[src/hw/rtl/chee_ram.sv]
// ----------------------------------------------------------------------------
// chee_ram
// Single-port-write, single-port-read synchronous RAM with registered read data.
// ----------------------------------------------------------------------------
module chee_ram #(
  parameter int W     = 32,
  parameter int DEPTH = 64
) (
  input  logic                     clk,
  input  logic                     we,
  input  logic [$clog2(DEPTH)-1:0] waddr,
  input  logic [W-1:0]             wdata,
  input  logic                     re,
  input  logic [$clog2(DEPTH)-1:0] raddr,
  output logic [W-1:0]             rdata_r
);

  logic [W-1:0] mem [DEPTH];

  always_ff @(posedge clk) begin
    if (we) begin
      mem[waddr] <= wdata;
    end
    if (re) begin
      rdata_r <= mem[raddr];
    end
  end

endmodule

[config.mk]
export PLATFORM = sky130hd
export DESIGN_NAME = chee_ram
export DESIGN_NICKNAME = d
export VERILOG_FILES = /design/src/hw/rtl/chee_ram.sv
export SDC_FILE = /design/constraint.sdc
export NUM_CORES = 2
export LEC_CHECK = 0
export ABC_AREA = 0
export BUFFER_PORTS_ARGS = -buffer_cell sky130_fd_sc_hd__buf_2
export CAP_MARGIN = 10
export CORE_ASPECT_RATIO = 1.2
export CORE_MARGIN = 2
export CORE_UTILIZATION = 65
export CTS_CLUSTER_DIAMETER = 60
export CTS_CLUSTER_SIZE = 14
export DETAILED_ROUTE_END_ITERATION = 16
export MAX_ROUTING_LAYER = met4
export PLACE_DENSITY = 0.82
export SYNTH_ARGS = -nofsm -noshare
export SYNTH_HDL_FRONTEND = slang
export SYNTH_SLANG_ARGS = --single-unit
export TNS_END_PERCENT = 50
[constraint.sdc]
create_clock -name clk -period 8.7 [get_ports clk]
set_clock_uncertainty 0.2 [all_clocks]
set_input_delay 0.435 -clock clk [delete_from_list [all_inputs] [get_ports clk]]
set_output_delay 0.435 -clock clk [all_outputs]
set_load 0.1 [all_outputs]
==> metrics.txt <==
status=finished clean; total length of routed wires=234000 um; TritonCTS clock tree=yes; main combinational cell family by area after synthesis=multiplexers; number of synthesized flops with an enable pin=2080; Hold Path Cell Cnt=1; min cycle time layout=4360 ps; first-pass GRT wire length=317000 um; vias per cell=7.97; Tcrit/Tclk final=50.1%; slowest cell on the critical path=o22ai_1; met2 wire length=109000 um; worst-margin pin slew=1440 ps; Core Region=0.120 sq mm; unrepaired setup endpoints after global routing=no; share of layout cells above drive strength 1=27.9%; Simple-Gate Fraction of Synth Area=1.26%; Die Ht=386 um; Sink Count=2080; initial antenna violation count=22; sequential cell area fraction in the yosys report=79.2%; Worst VDD drop=0.000238 V; Worst R2R Path Depth=4; post-synthesis mux area share=16.7%; die area=0.124 sq mm; First DRT Iteration DRCs=9327; # Max-Cap Violations=0; dpl ws=3810 ps; Ys Warns=0; Final GP Congestion=0.851; Synth Area in XOR/XNOR=0%; Routed met1 length=70100 um; share of flip-flops with an asynchronous set or reset=0%; Filler Cell Count=5932; Initial Util=65.7%; Gate Count Post-Synth=3324; Final Hold Viols=0; Worst Path Arrival=4660 ps; Syn Std Cell Area=0.0788 sq mm; CP max FO=113; cts repair resizes=0; H-tree levels=4; Worst EP required=9000 ps; Compound-Gate Fraction of Synth Area=1.67%; vias in the first global route=40400; Clock Pin Slew Worst Setup and Hold Paths=70 ps; startpoint types=input pin; setup TNS=0 ps; Critical Path Max Stage Delay=820 ps; row count=139; Overflow after GRT=0; Routed WL per cell=45.8 um; final worst slack=4340 ps; maximum number of pins on one net before global-route repair=114; Post-Synth Adder-Cell Area=0%; top_reg_cell synth=edfxtp_1; drc violations=0; Final #Nets=3565; DR pass1 iterations=6; Leakage Power=26.7 nW; Worst Setup Path Type=input pin to register; Syn Area/Cell=23.7 sq um; Final ANT Viol Nets=0; DPL Wire Length=106000 um; via count=40600; met3 wire len=36600 um; crit end category=register; Max clock buf depth=3; maximum clock frequency=0.230 GHz; highest routed metal layer=met4; Pwr Density=223 mW/mm^2; Skew-Pair Late Insertion Delay=810 ps; overall routing resource usage=38.9%; setup violators final=0; total CTS buffers=166; Root Buffer=clkbuf_16; I/O pin cnt=79; Port Buf Inserts=78; Min-Delay Path Class=input pin to register; cell mode on critical path=mux4_2; post-synthesis register bit count=2080; syn_nets=3371; Slew Limit Headroom=3.84%; Die Wd=322 um; Yosys cell types=33; Area Growth Syn to Fin=9.88%; crit-path cells=buf_8 -> buf_12 -> buf_4 -> mux4_2 -> mux4_2 -> o22ai_1 -> nor2_1; Max Slew Vio Count=0
synthesized netlist by cell type (all sizes together) (7+ instances only):
master | instances | share of area (%)
clkbuf | 74 | 0.35
buf | 108 | 0.77
a21oi | 62 | 0.39
nor2 | 137 | 0.65
nor2b | 15 | 0.12
mux4 | 544 | 16
a311oi | 8 | 0.089
edfxtp | 2080 | 79
nand2b | 8 | 0.063
mux2i | 93 | 1.2
nand2 | 26 | 0.12
o22ai | 84 | 0.67
nor3 | 7 | 0.044
a22oi | 12 | 0.11
o221ai | 27 | 0.30
registers in the layout, summed over array words and instances, names as in the netlist:
register and flops:
mem 2048, rdata_r 32
cells by family after synthesis:
group | count (synthesis)
AND/OR/NAND/NOR | 223
multiplexers | 637
AO/OA/AOI/OAI | 202
buffers and inverters | 182
flip-flops | 2080
through the flow:
step	hold slack (ps)	power (mW)	util [%]	area [sq um]	std cells
4_1_cts	78.7	19.2	71.6	86000	5041
2_1_floorplan	334	12.0	-	78800	3324
6_report	19.2	19.3	72.2	86600	5099
3_3_place_gp	638	12.4	68.0	81600	4864
5_1_grt	10.6	19.5	72.2	86600	5096
3_5_place_dp	706	12.5	68.0	81600	4864
critical path, delay by kind of cell:
kind / cells / cell delay [ps]
AO/OA/AOI/OAI: 1 / 820
AND/OR/NAND/NOR: 1 / 130
buffers and inverters: 3 / 1950
multiplexers: 2 / 1030
report_power, final:
part           switching [mW]  internal [mW]
clock network            3.40           3.53
registers              0.0442           11.1
logic                   0.842          0.378
total                    4.29           15.0
layer usage:
metal | vias up | GRT usage (%)
met1 | 20500 | 48.7
met4 | 0 | 22.5
met2 | 4661 | 57.7
li1 | 14500 | -
met3 | 1005 | 11.1
met5 | - | -
worst paths after layout:
kind | start | end | slack (ps)
min | wdata[15] | mem[20][15] | 20
min reg2reg | mem[12][20] | rdata_r[20] | 820
max | raddr[1] | rdata_r[2] | 4340
max reg2reg | mem[30][1] | rdata_r[1] | 5640
what timing repair did:
action	in CTS	in global routing
hold buffers	0	13
buffers inserted	0	0
hold endpoints to repair	0	239
cells in the final DEF (no fill, tap or decap), drive strengths merged, types with 8 or more instances in the layout:
cell	count
buf	195
nor2b	15
a22oi	12
mux2i	93
diode	21
nand2b	8
mux4	544
dlygate4sd3	13
a21oi	62
o221ai	27
o22ai	84
a311oi	8
nand2	26
clkbuf	175
nor2	137
edfxtp	2080
cell type report:
| class | count | area (sq um) | share of cell area (%) |
|---|---|---|---|
| diodes | 21 | 52.6 | 0.0607 |
| clock buffers | 175 | 4380 | 5.06 |
| clock inverters | 2 | 17.5 | 0.0202 |
| multi-input cells | 1062 | 16000 | 18.4 |
| flip-flops and latches | 2080 | 62500 | 72.1 |
| well taps | 1551 | 1940 | 2.24 |
| repair buffers | 208 | 1810 | 2.09 |
No activity file was read; power rests on OpenSTA's default activity.
