--- config.mk ---
export PLATFORM = sky130hd
export DESIGN_NAME = chee_cfg
export DESIGN_NICKNAME = d
export VERILOG_FILES = /design/src/hw/rtl/chee_pkg.sv /design/src/hw/rtl/chee_cfg.sv
export SDC_FILE = /design/constraint.sdc
export NUM_CORES = 1
export LEC_CHECK = 0
export ABC_CLOCK_PERIOD_IN_PS = 1740
export BUFFER_PORTS_ARGS = -buffer_cell sky130_fd_sc_hd__buf_2
export CORE_ASPECT_RATIO = 0.6
export CORE_MARGIN = 3
export CORE_UTILIZATION = 30
export DETAILED_ROUTE_END_ITERATION = 12
export PLACE_DENSITY = 0.58
export SLEW_MARGIN = 30
export SYNTH_ARGS = -nofsm -noshare
export SYNTH_HDL_FRONTEND = slang
export SYNTH_SLANG_ARGS = --single-unit
--- constraint.sdc ---
create_clock -name clk -period 1.74 [get_ports clk]
set_input_delay 0.174 -clock clk [delete_from_list [all_inputs] [get_ports clk]]
set_output_delay 0.174 -clock clk [all_outputs]
set_load 0.01 [all_outputs]
--- src/hw/rtl/chee_pkg.sv ---
// ----------------------------------------------------------------------------
// chee_pkg
// Shared types and constants for the cluster head election engine.
// ----------------------------------------------------------------------------
package chee_pkg;

  // input actions
  localparam logic [2:0] ACT_TICK  = 3'd0;
  localparam logic [2:0] ACT_ADV   = 3'd1;
  localparam logic [2:0] ACT_ACK   = 3'd2;
  localparam logic [2:0] ACT_SCHED = 3'd3;
  localparam logic [2:0] ACT_DATA  = 3'd4;

  // result kinds
  localparam logic [2:0] KIND_ADV    = 3'd0;
  localparam logic [2:0] KIND_ACK    = 3'd1;
  localparam logic [2:0] KIND_SCHED  = 3'd2;
  localparam logic [2:0] KIND_DATA   = 3'd3;
  localparam logic [2:0] KIND_REPORT = 3'd4;

  // register indexes
  localparam logic [2:0] REG_SELF  = 3'd0;
  localparam logic [2:0] REG_FRAC  = 3'd1;
  localparam logic [2:0] REG_EPOCH = 3'd2;
  localparam logic [2:0] REG_MINM  = 3'd3;
  localparam logic [2:0] REG_BASE  = 3'd4;

  localparam logic [31:0] BCAST_ADDR   = 32'hFFFF_FFFF;
  localparam logic [31:0] BASE_RESET   = 32'h0A00_0001;
  localparam logic [15:0] FRAC_RESET   = 16'd3277;
  localparam logic [7:0]  EPOCH_RESET  = 8'd20;
  localparam logic [6:0]  MINM_RESET   = 7'd2;
  // schedule transactions per ack are capped at this many entries
  localparam logic [6:0]  MAX_OUT      = 7'd64;
  localparam logic [6:0]  SLOT_MAX     = 7'd127;

  typedef struct packed {
    logic [31:0] self_addr;
    logic [15:0] head_fraction_q16;
    logic [7:0]  epoch_rounds;
    logic [6:0]  min_members;
    logic [31:0] base_station_addr;
  } cfg_t;

  typedef struct packed {
    logic [2:0]  msg_kind;
    logic [31:0] dest_addr;
    logic [31:0] member_addr;
    logic [6:0]  slot_delay;
    logic        last_result;
  } res_t;

endpackage

--- src/hw/rtl/chee_cfg.sv ---
// ----------------------------------------------------------------------------
// chee_cfg
// APB register bank holding the node configuration.
// ----------------------------------------------------------------------------
module chee_cfg (
  input  logic              clk,
  input  logic              rst_n,
  input  logic              psel,
  input  logic              penable,
  input  logic              pwrite,
  input  logic [4:0]        paddr,
  input  logic [31:0]       pwdata,
  output logic [31:0]       prdata,
  output logic              pready,
  output chee_pkg::cfg_t    cfg
);

  chee_pkg::cfg_t cfg_r, cfg_nxt;
  logic [2:0]     idx;

  assign idx    = paddr[4:2];
  assign pready = 1'b1;
  assign cfg    = cfg_r;

  // write decode
  always_comb begin
    cfg_nxt = cfg_r;
    if (psel && penable && pwrite) begin
      unique case (idx)
        chee_pkg::REG_SELF:  cfg_nxt.self_addr         = pwdata;
        chee_pkg::REG_FRAC:  cfg_nxt.head_fraction_q16 = pwdata[15:0];
        chee_pkg::REG_EPOCH: cfg_nxt.epoch_rounds      = pwdata[7:0];
        chee_pkg::REG_MINM:  cfg_nxt.min_members       = pwdata[6:0];
        chee_pkg::REG_BASE:  cfg_nxt.base_station_addr = pwdata;
        default: ;
      endcase
    end
  end

  always_ff @(posedge clk) begin
    if (!rst_n) begin
      cfg_r.self_addr         <= '0;
      cfg_r.head_fraction_q16 <= chee_pkg::FRAC_RESET;
      cfg_r.epoch_rounds      <= chee_pkg::EPOCH_RESET;
      cfg_r.min_members       <= chee_pkg::MINM_RESET;
      cfg_r.base_station_addr <= chee_pkg::BASE_RESET;
    end else begin
      cfg_r <= cfg_nxt;
    end
  end

  // read decode
  always_comb begin
    unique case (idx)
      chee_pkg::REG_SELF:  prdata = cfg_r.self_addr;
      chee_pkg::REG_FRAC:  prdata = {16'd0, cfg_r.head_fraction_q16};
      chee_pkg::REG_EPOCH: prdata = {24'd0, cfg_r.epoch_rounds};
      chee_pkg::REG_MINM:  prdata = {25'd0, cfg_r.min_members};
      chee_pkg::REG_BASE:  prdata = cfg_r.base_station_addr;
      default:             prdata = '0;
    endcase
  end

endmodule

==> out/metrics.cfg, run 1 <==
[floorplanning]
dieArea_um2 = 16150
rows = 33
num_io_pins = 170
dieWidth_um = 162.1
start_util_pct = 31.42
coreArea_um2 = 13960
die_y_um = 99.66

[yosys]
avgSynthCellArea_um2 = 9.311
netlist_instances = 471
yosysWarnings = 0
synth_cell_types = 27
synth_area_um2 = 4385
synth_top_cell_by_area = dfxtp_1
synth_nets = 513
synth.top_cell.area_share_pct = 43.37
yosys-top-cells-area = dfxtp_1, mux2i_1, nand2_1
synth-seq-area-share_pct = 43.37
ys_ff_latch = 95

[drt]
met2_length_um = 5863
wirelength_um = 13510
drc = 0
ant_nets = 0
wl_met3_um = 989
vias_per_cell = 4.708
vias = 3912
top_layer = met4
wl_per_cell_um = 16.26
first_iter_violations = 217
dr.pass1.iters = 5
wl_met1_um = 6583

[placed_design]
portBuffers = 166
dp_slack_ns = 0.1560
gp_congestion = 0.8355
dp_hpwl_um = 9787

[worst_setup_path]
crit_fanout = 14
slowest_stage = buf_4
cp_cell_sequence = buf_2 > buf_4 > nor2b_1 > buf_4 > a22oi_1 > o22ai_1 > buf_2
required_ns = 1.57
critPathKind = in2out
start_kind = input pin
cp.arrival_ns = 1.37
worst-r2r-cell-count = 2
critPathCaptureType = output port
max_stage_delay_ns = 0.27

[clock_network]
clock_sinks = 95
tritoncts = yes
cts_buffers = 9
post_cts_buffers = 0
clkTransAtPathRegs_ns = 0.07
htreeDepth = 3
insertion_delay_ns = 0.33
postCtsHoldBufs = 0
cts_buffer_depth = 2
cts_root_buf = clkbuf_16
cts-resized-gates = 0

[timing]
finalSetupTns_ns = 0
rsz0062_at_grt = false
finalHoldViolCount = 0
slew_headroom_pct = 58.79
fmax_mhz = 647.8
setup_violations = 0
fin_crit_sh_pct = 88.72
slew_viol_final = 0
min_period_ns = 1.544
fin_skew_ns = 0
max_slew.worst_pin.slew_ns = 0.6182
setup_slack_ns = 0.1963

[flow_run]
cap_violations = 0

[power_and_ir_drop]
pwr_density_cell_nw_per_um2 = 792.8
ir_drop_uv = 454.1
p_leak_nw = 2.700

[layout]
syn_to_final_growth_pct = 33.47
drive_above_1_share_pct = 34.43
num_antenna_cells = 0
final_nets = 676
largest_reg_flops = 95

[global_route]
grt_max_degree = 52
antenna_found_initial = 0
grt_use_total_pct = 16.39
grt_pass1_wl_um = 21110
grt_pass1_vias = 3906
grt_overflow = 0

[hold_path]
whs_path_depth = 3
hp-class = in2reg

[outcome]
outcome = finished clean

[worst max-delay path, delay by kind of cell]
| kind | cells | cell delay (ns) |
|---|---|---|
| simple gates | 1 | 0.24 |
| buf+inv | 4 | 0.71 |
| compound gates | 2 | 0.24 |
[where the power goes]
| part | internal (W) | switching [W] | total (W) |
|---|---|---|---|
| sequential | 0.00219 | 0.0000136 | 0.00220 |
| clock | 0.00119 | 0.000843 | 0.00203 |
| combinational | 0.000165 | 0.000237 | 0.000402 |
| total | 0.00355 | 0.00109 | 0.00464 |
[metal layers]
metal | global-route usage (%) | vias to the layer above
li1 | - | 1928
met1 | 22.60 | 1829
met2 | 26.09 | 145
met3 | 4.161 | 10
met4 | 3.408 | 0
met5 | 0 | -
[layout make-up]
cell class                 count  area (µm²)
fill                        1424        8103
multi-input combinational    332        2275
sequential                    95        1902
timing repair buffer         191        1109
clock buffer                  11       252.7
tap                          192       240.2
clock inverter                 5       56.30
inverter                       5       18.77
[per-stage QoR]
stage                     total power, W  hold slack (ns)  instance area (µm²)  util (%)  instances
final                           0.004640           0.1111                 5853     41.94        831
after global routing            0.004821           0.1083                 5853     41.94        831
after CTS                       0.004710          0.09618                 5853     41.94        831
after detailed placement        0.002656           0.4571                 5544     39.73        815
after global placement          0.002647           0.4426                 5544     39.73        815
after floorplan                 0.002482           0.3161                 4385         -        471
[cells in the final DEF (no fill, tap or decap), types with 8 or more instances in the layout]
| cell | count |
|---|---|
| mux2i_1 | 116 |
| nand2_1 | 115 |
| buf_2 | 165 |
| a2bb2oi_1 | 8 |
| buf_4 | 19 |
| nor2b_1 | 18 |
| nor2_1 | 26 |
| a22oi_1 | 14 |
| dfxtp_1 | 95 |
| clkbuf_16 | 9 |
[cell families after synthesis]
logic type | synth area share (%)
flops | 43.37
other cells | 0.08551
mux | 28.27
simple gates | 16.80
compound gates | 6.419
buf+inv | 5.050
[path summary, 6_finish.rpt]
| path | startpoint | to | slack (ns) |
|---|---|---|---|
| max | paddr[2] | prdata[2] | 0.20 |
| min | pwdata[27] | cfg[90] | 0.11 |
| max reg2reg | cfg[75] | cfg[75] | 1.07 |
| min reg2reg | cfg[66] | cfg[66] | 0.47 |
[synthesized netlist by cell type]
cell / n
nor4bb_1: 1
mux2_2: 7
o22ai_1: 7
buf_1: 2
nand4_1: 1
or2_1: 2
nor2_2: 2
a31oi_1: 1
o21ai_0: 5
clkbuf_1: 20
mux2i_1: 116
a22oi_1: 14
buf_4: 4
dfxtp_1: 95
o211ai_1: 3
conb_1: 1
nor2b_1: 19
a2bb2oi_1: 8
inv_1: 5
nor2_1: 26
nor3_4: 1
nand4b_4: 1
nand2_1: 115
buf_2: 9
nor3b_1: 1
o311ai_0: 1
buf_6: 4
No activity file was read; power rests on OpenSTA's default activity.
==> inputs of run 2 (changes only) <==
--- a/config.mk
+++ b/config.mk
@@ -5,13 +5,14 @@
 export SDC_FILE = /design/constraint.sdc
 export NUM_CORES = 1
 export LEC_CHECK = 0
+export ABC_AREA = 1
 export ABC_CLOCK_PERIOD_IN_PS = 1740
 export BUFFER_PORTS_ARGS = -buffer_cell sky130_fd_sc_hd__buf_2
 export CORE_ASPECT_RATIO = 0.6
 export CORE_MARGIN = 3
 export CORE_UTILIZATION = 30
 export DETAILED_ROUTE_END_ITERATION = 12
-export PLACE_DENSITY = 0.58
+export PLACE_DENSITY = 0.57
 export SLEW_MARGIN = 30
 export SYNTH_ARGS = -nofsm -noshare
 export SYNTH_HDL_FRONTEND = slang
==> run 2 against run 1 <==
First-iteration DRC count up 86%. Count of clock-buffer cells in the layout up 1. Global-route usage up 1.6 points. Area after synthesis up 5.4%. Sequential cell count unchanged. Hold slack worse by 0.049 ns. Register-to-register slack better by 0.03 ns. Wire length up 14%. Power up 4.0%.
==> out/metrics.cfg, run 2 <==
[placed_design]
dp_hpwl_um = 10930
gp_congestion = 0.8176
portBuffers = 166

[floorplanning]
num_io_pins = 170
die_y_um = 102.2
dieWidth_um = 166.3
start_util_pct = 31.33
dieArea_um2 = 16990
rows = 34
coreArea_um2 = 14760

[timing]
fmax_mhz = 655.7
finalHoldViolCount = 0
setup_violations = 0
finalSetupTns_ns = 0
slew_viol_final = 0
rsz0062_at_grt = false
fin_crit_sh_pct = 87.65
fin_skew_ns = 0
min_period_ns = 1.525

[global_route]
grt_pass1_wl_um = 24450
grt_max_degree = 96
grt_use_total_pct = 17.97
grt_overflow = 0
grt_pass1_vias = 4444
antenna_found_initial = 2

[hold_path]
whs_path_depth = 3
hp-class = in2reg
hp-start = pwdata[4]
hold_end = cfg[43]

[worst_setup_path]
critPathCaptureType = output port
reg2reg_setup_slack_ns = 1.10
crit_fanout = 23
required_ns = 1.57
cp.arrival_ns = 1.35
rr_endpoint = cfg[52]
critPathKind = in2out
r2r_start = cfg[52]
start_kind = input pin
worst-r2r-cell-count = 2

[drt]
wirelength_um = 15420
vias = 4949
dr.pass1.iters = 5
wl_per_cell_um = 14.28
ant_nets = 0
vias_per_cell = 4.582
drc = 0
first_iter_violations = 403

[layout]
fillers = 1611
drive_above_1_share_pct = 25.40
layout_common_cells = nand2_1, nor2_1, buf_2, nand3_1, dfxtp_1
syn_to_final_growth_pct = 30.30
largest_reg_flops = 95
final_common_cell = nand2_1
num_antenna_cells = 0
final_nets = 919

[flow_run]
cap_violations = 0

[clock_network]
htreeDepth = 3
postCtsHoldBufs = 0
cts_buffer_depth = 2
clock_sinks = 95
insertion_delay_ns = 0.33
cts-resized-gates = 0
post_cts_buffers = 0
tritoncts = yes
cts_buffers = 9
cts_root_buf = clkbuf_16
clkTransAtPathRegs_ns = 0.07

[power_and_ir_drop]
ir_drop_uv = 459.5
finalPower_w = 0.004826
pwr_density_cell_nw_per_um2 = 800.9
p_leak_nw = 3.125

[yosys]
synth.top_cell.area_share_pct = 41.13
avgSynthCellArea_um2 = 6.405
synth-seq-area-share_pct = 41.13
synth_ff_type = dfxtp_1
async_flop_share_pct = 0
netlist_instances = 722
ys_ff_latch = 95
synth_commonest_cells = nand2_1, nor2_1, nand3_1
synth_area_um2 = 4624
yosys-top-cells-area = dfxtp_1, nand2_1, nor2_1
yosysMostFrequentCell = nand2_1
synth_cell_types = 18
synth_nets = 764
synth_edf_count = 0
yosysWarnings = 0
synth_top_cell_by_area = dfxtp_1

[outcome]
outcome = finished clean

run 2: changes by cell type after synthesis, sizes merged, moves of 14 or more:
cell | previous run | this run
clkbuf | 20 | 6
buf | 19 | 42
a22oi | 14 | 0
nor2b | 19 | 0
mux2i | 116 | 0
nand3 | 0 | 121
nand2 | 115 | 229
inv | 5 | 38
nor2 | 28 | 182
run 2: metal layers:
| layer | track usage (%) | vias up | routed length, µm |
|---|---|---|---|
| li1 | - | 2555 | - |
| met2 | 24.88 | 193 | 6199 |
| met3 | 5.760 | 8 | 1480 |
| met5 | 0 | - | 14 |
| met1 | 27.36 | 2189 | 7673 |
| met4 | 2.978 | 4 | 48 |
run 2: worst max-delay path, stage by stage:
cell	delay (ns)
buf_2	0.22
inv_2	0.09
nand2_2	0.08
nor2_4	0.17
buf_4	0.31
nand2_1	0.08
nand2_1	0.08
buf_2	0.13
run 2: cell families after synthesis:
logic type,share of synthesized area [%]
compound gates,0.1081
buf+inv,9.335
flops,41.13
other cells,0.08109
simple gates,49.35
run 2: final cells by class:
type / instances / area (µm²) / area share (%)
well taps: 198 / 247.7 / 4.111
repair buffers: 192 / 1114 / 18.48
clock inverters: 4 / 52.55 / 0.8721
clock buffers: 12 / 266.5 / 4.423
multi-input cells: 541 / 2301 / 38.19
flip-flops and latches: 95 / 1902 / 31.56
inverters: 38 / 142.6 / 2.367
run 2: through the flow:
stage	cells	cell area [µm²]	util, %	hold WS, ns	setup WS (ns)
2_1_floorplan	722	4624	-	0.3001	0.5984
3_3_place_gp	1062	5679	38.47	0.4029	0.06889
3_5_place_dp	1062	5679	38.47	0.4074	0.04056
4_1_cts	1078	5998	40.63	0.04983	0.1643
5_1_grt	1080	6026	40.82	0.05610	0.08738
6_report	1080	6026	40.82	0.06212	0.2148
run 2: worst max path at each step:
stage             start    endpoint  cells after the start
2_1_floorplan  paddr[2]  prdata[10]                      6
3_3_place_gp   paddr[4]     cfg[53]                      7
3_5_place_dp   paddr[4]     cfg[53]                      7
4_1_cts        paddr[4]   prdata[7]                      9
5_1_grt        paddr[4]   prdata[3]                      9
6_report       paddr[3]  prdata[24]                      8
run 2: power breakdown:
part           total [W]  switching (W)  internal, W
logic           0.000490       0.000316     0.000173
clock network    0.00211       0.000877      0.00123
registers        0.00222      0.0000235      0.00220
==> inputs of run 3 (changes only) <==
--- a/config.mk
+++ b/config.mk
@@ -7,12 +7,12 @@
 export LEC_CHECK = 0
 export ABC_AREA = 1
 export ABC_CLOCK_PERIOD_IN_PS = 1740
-export BUFFER_PORTS_ARGS = -buffer_cell sky130_fd_sc_hd__buf_2
 export CORE_ASPECT_RATIO = 0.6
 export CORE_MARGIN = 3
 export CORE_UTILIZATION = 30
 export DETAILED_ROUTE_END_ITERATION = 12
-export PLACE_DENSITY = 0.57
+export DONT_BUFFER_PORTS = 1
+export PLACE_DENSITY = 0.48
 export SLEW_MARGIN = 30
 export SYNTH_ARGS = -nofsm -noshare
 export SYNTH_HDL_FRONTEND = slang
==> run 3 against run 2 <==
Power fell by 3.1%. Count of clock-buffer cells in the layout is 3 lower. Non-clock buffer count decreased by 153. Via count shrank 8.0%. Critical path depth unchanged. Sequential share of layout area up 4.3 points.
==> out/metrics.cfg, run 3 (synthesis results as in run 2) <==
[outcome]
outcome = finished clean

[layout]
num_antenna_cells = 0
multi_input_area_um2 = 2306
largest_reg_flops = 95
regArea_um2 = 1902
final_common_cell = nand2_1
utilization_pct = 35.95
layout_common_cells = nand2_1, nor2_1, nand3_1, dfxtp_1, inv_1
final_nets = 766
fillers = 1603
syn_to_final_growth_pct = 14.75
drive_above_1_share_pct = 6.722

[floorplanning]
rows = 34
num_io_pins = 170
die_y_um = 102.2
coreArea_um2 = 14760
dieArea_um2 = 16990
dieWidth_um = 166.3
start_util_pct = 31.33

[worst_setup_path]
cp.arrival_ns = 1.84
crit_top_cell = nand2_1
start_kind = input pin
max_stage_delay_ns = 0.56
critPathKind = in2reg
cp_cell_sequence = inv_1 > nand2_1 > nor2_4 > buf_12 > nand2_1 > nand2_1 > nand3_1 > dlygate4sd3_1
required_ns = 1.97
crit_fanout = 16
critPathCaptureType = flip-flop
path_buf_inv = 3
cp_top_family = buffers and inverters
slowest_stage = dlygate4sd3_1

[clock_network]
insertion_delay_ns = 0.34
clkTransAtPathRegs_ns = 0.07
cts_buffer_depth = 2
cts_root_buf = clkbuf_16
htreeDepth = 3
cts_buffers = 9
clock_sinks = 95
tritoncts = yes

[drt]
wirelength_um = 15700
drc = 0
vias_per_cell = 4.909
first_iter_violations = 485
dr.pass1.iters = 5
vias = 4551
wl_per_cell_um = 16.94
ant_nets = 0

[timing]
finalHoldViolCount = 0
holdWs_ns = 0.06099
slew_viol_final = 0
rsz0062_at_grt = false
fmax_mhz = 621.8
fin_skew_ns = 0
fin_crit_sh_pct = 92.43
finalSetupTns_ns = 0
setup_violations = 0
min_period_ns = 1.608

[global_route]
grt_max_degree = 75
grt_use_met1_pct = 25.41
grt_most_used_layer = met2
grt_use_total_pct = 18.03
grt_pass1_vias = 4104
grt_overflow = 0
grtUsageMet2_pct = 25.67
antenna_found_initial = 0
grt_pass1_wl_um = 23910
met3_usage_pct = 7.576

[hold_path]
hp-class = in2reg

[power_and_ir_drop]
ir_drop_uv = 459.4
pwr_density_cell_nw_per_um2 = 881.5
p_clk_share_pct = 44.1
p_int_w = 0.003457
seqPwrFrac_pct = 48.0
finalPower_w = 0.004678
combPwrFrac_pct = 7.9
swShare_pct = 26.10
p_leak_nw = 2.320
power.switching_w = 0.001221

[placed_design]
gp_congestion = 0.9069
dp_hpwl_um = 10690
portBuffers = 0

[flow_run]
cap_violations = 0

run 3: power by group through the flow:
stage / registers (W) / logic, W / clock network, W
after global placement: 0.00229 / 0.000307 / 0
after global routing: 0.00225 / 0.000414 / 0.00221
after CTS: 0.00224 / 0.000369 / 0.00216
after floorplan: 0.00228 / 0.000283 / 0
final: 0.00224 / 0.000371 / 0.00206
after detailed placement: 0.00230 / 0.000311 / 0
run 3: path summary, 6_finish.rpt:
kind / cells past startpoint / to / from / slack, ns
setup / recovery: 8 / cfg[47] / paddr[4] / 0.13
setup reg to reg: 3 / cfg[58] / cfg[58] / 0.53
hold reg to reg: 2 / cfg[42] / cfg[42] / 0.54
hold / removal: 4 / cfg[90] / pwdata[27] / 0.06
run 3: worst register-to-register path, cell delays in order (launching register included):
cell           delay (ns)
dfxtp_1              0.47
nand2_1              0.08
nand3_1              0.07
dlygate4sd3_1        0.53
run 3: through the flow:
stage | std cells | setup WS [ns] | instance area, µm²
2_1_floorplan | 722 | 0.5984 | 4624
3_3_place_gp | 888 | 0.3845 | 4756
3_5_place_dp | 888 | 0.3479 | 4756
4_1_cts | 927 | 0.1868 | 5306
5_1_grt | 927 | 0.03606 | 5306
6_report | 927 | 0.1318 | 5306
run 3: layer usage:
layer  vias to the layer above  share of wire [%]
li1                       2240                  -
met1                      2094                 46
met2                       200                 41
met3                        17                 12
met4                         0                1.2
met5                         -                  0
run 3: repair_timing:
action                                 in CTS  in global routing
setup endpoints to repair                   0                  0
endpoints found under the hold margin      95                  0
resized for setup                           0                  0
hold buffers                               23                  0
setup buffers                               0                  0
run 3: final cells by class:
cell class | instances | share of cell area (%)
multi-input cells | 541 | 43.46
flip-flops and latches | 95 | 35.84
repair buffers | 39 | 7.640
well taps | 198 | 4.669
clock buffers | 9 | 4.244
inverters | 38 | 2.688
clock inverters | 7 | 1.462
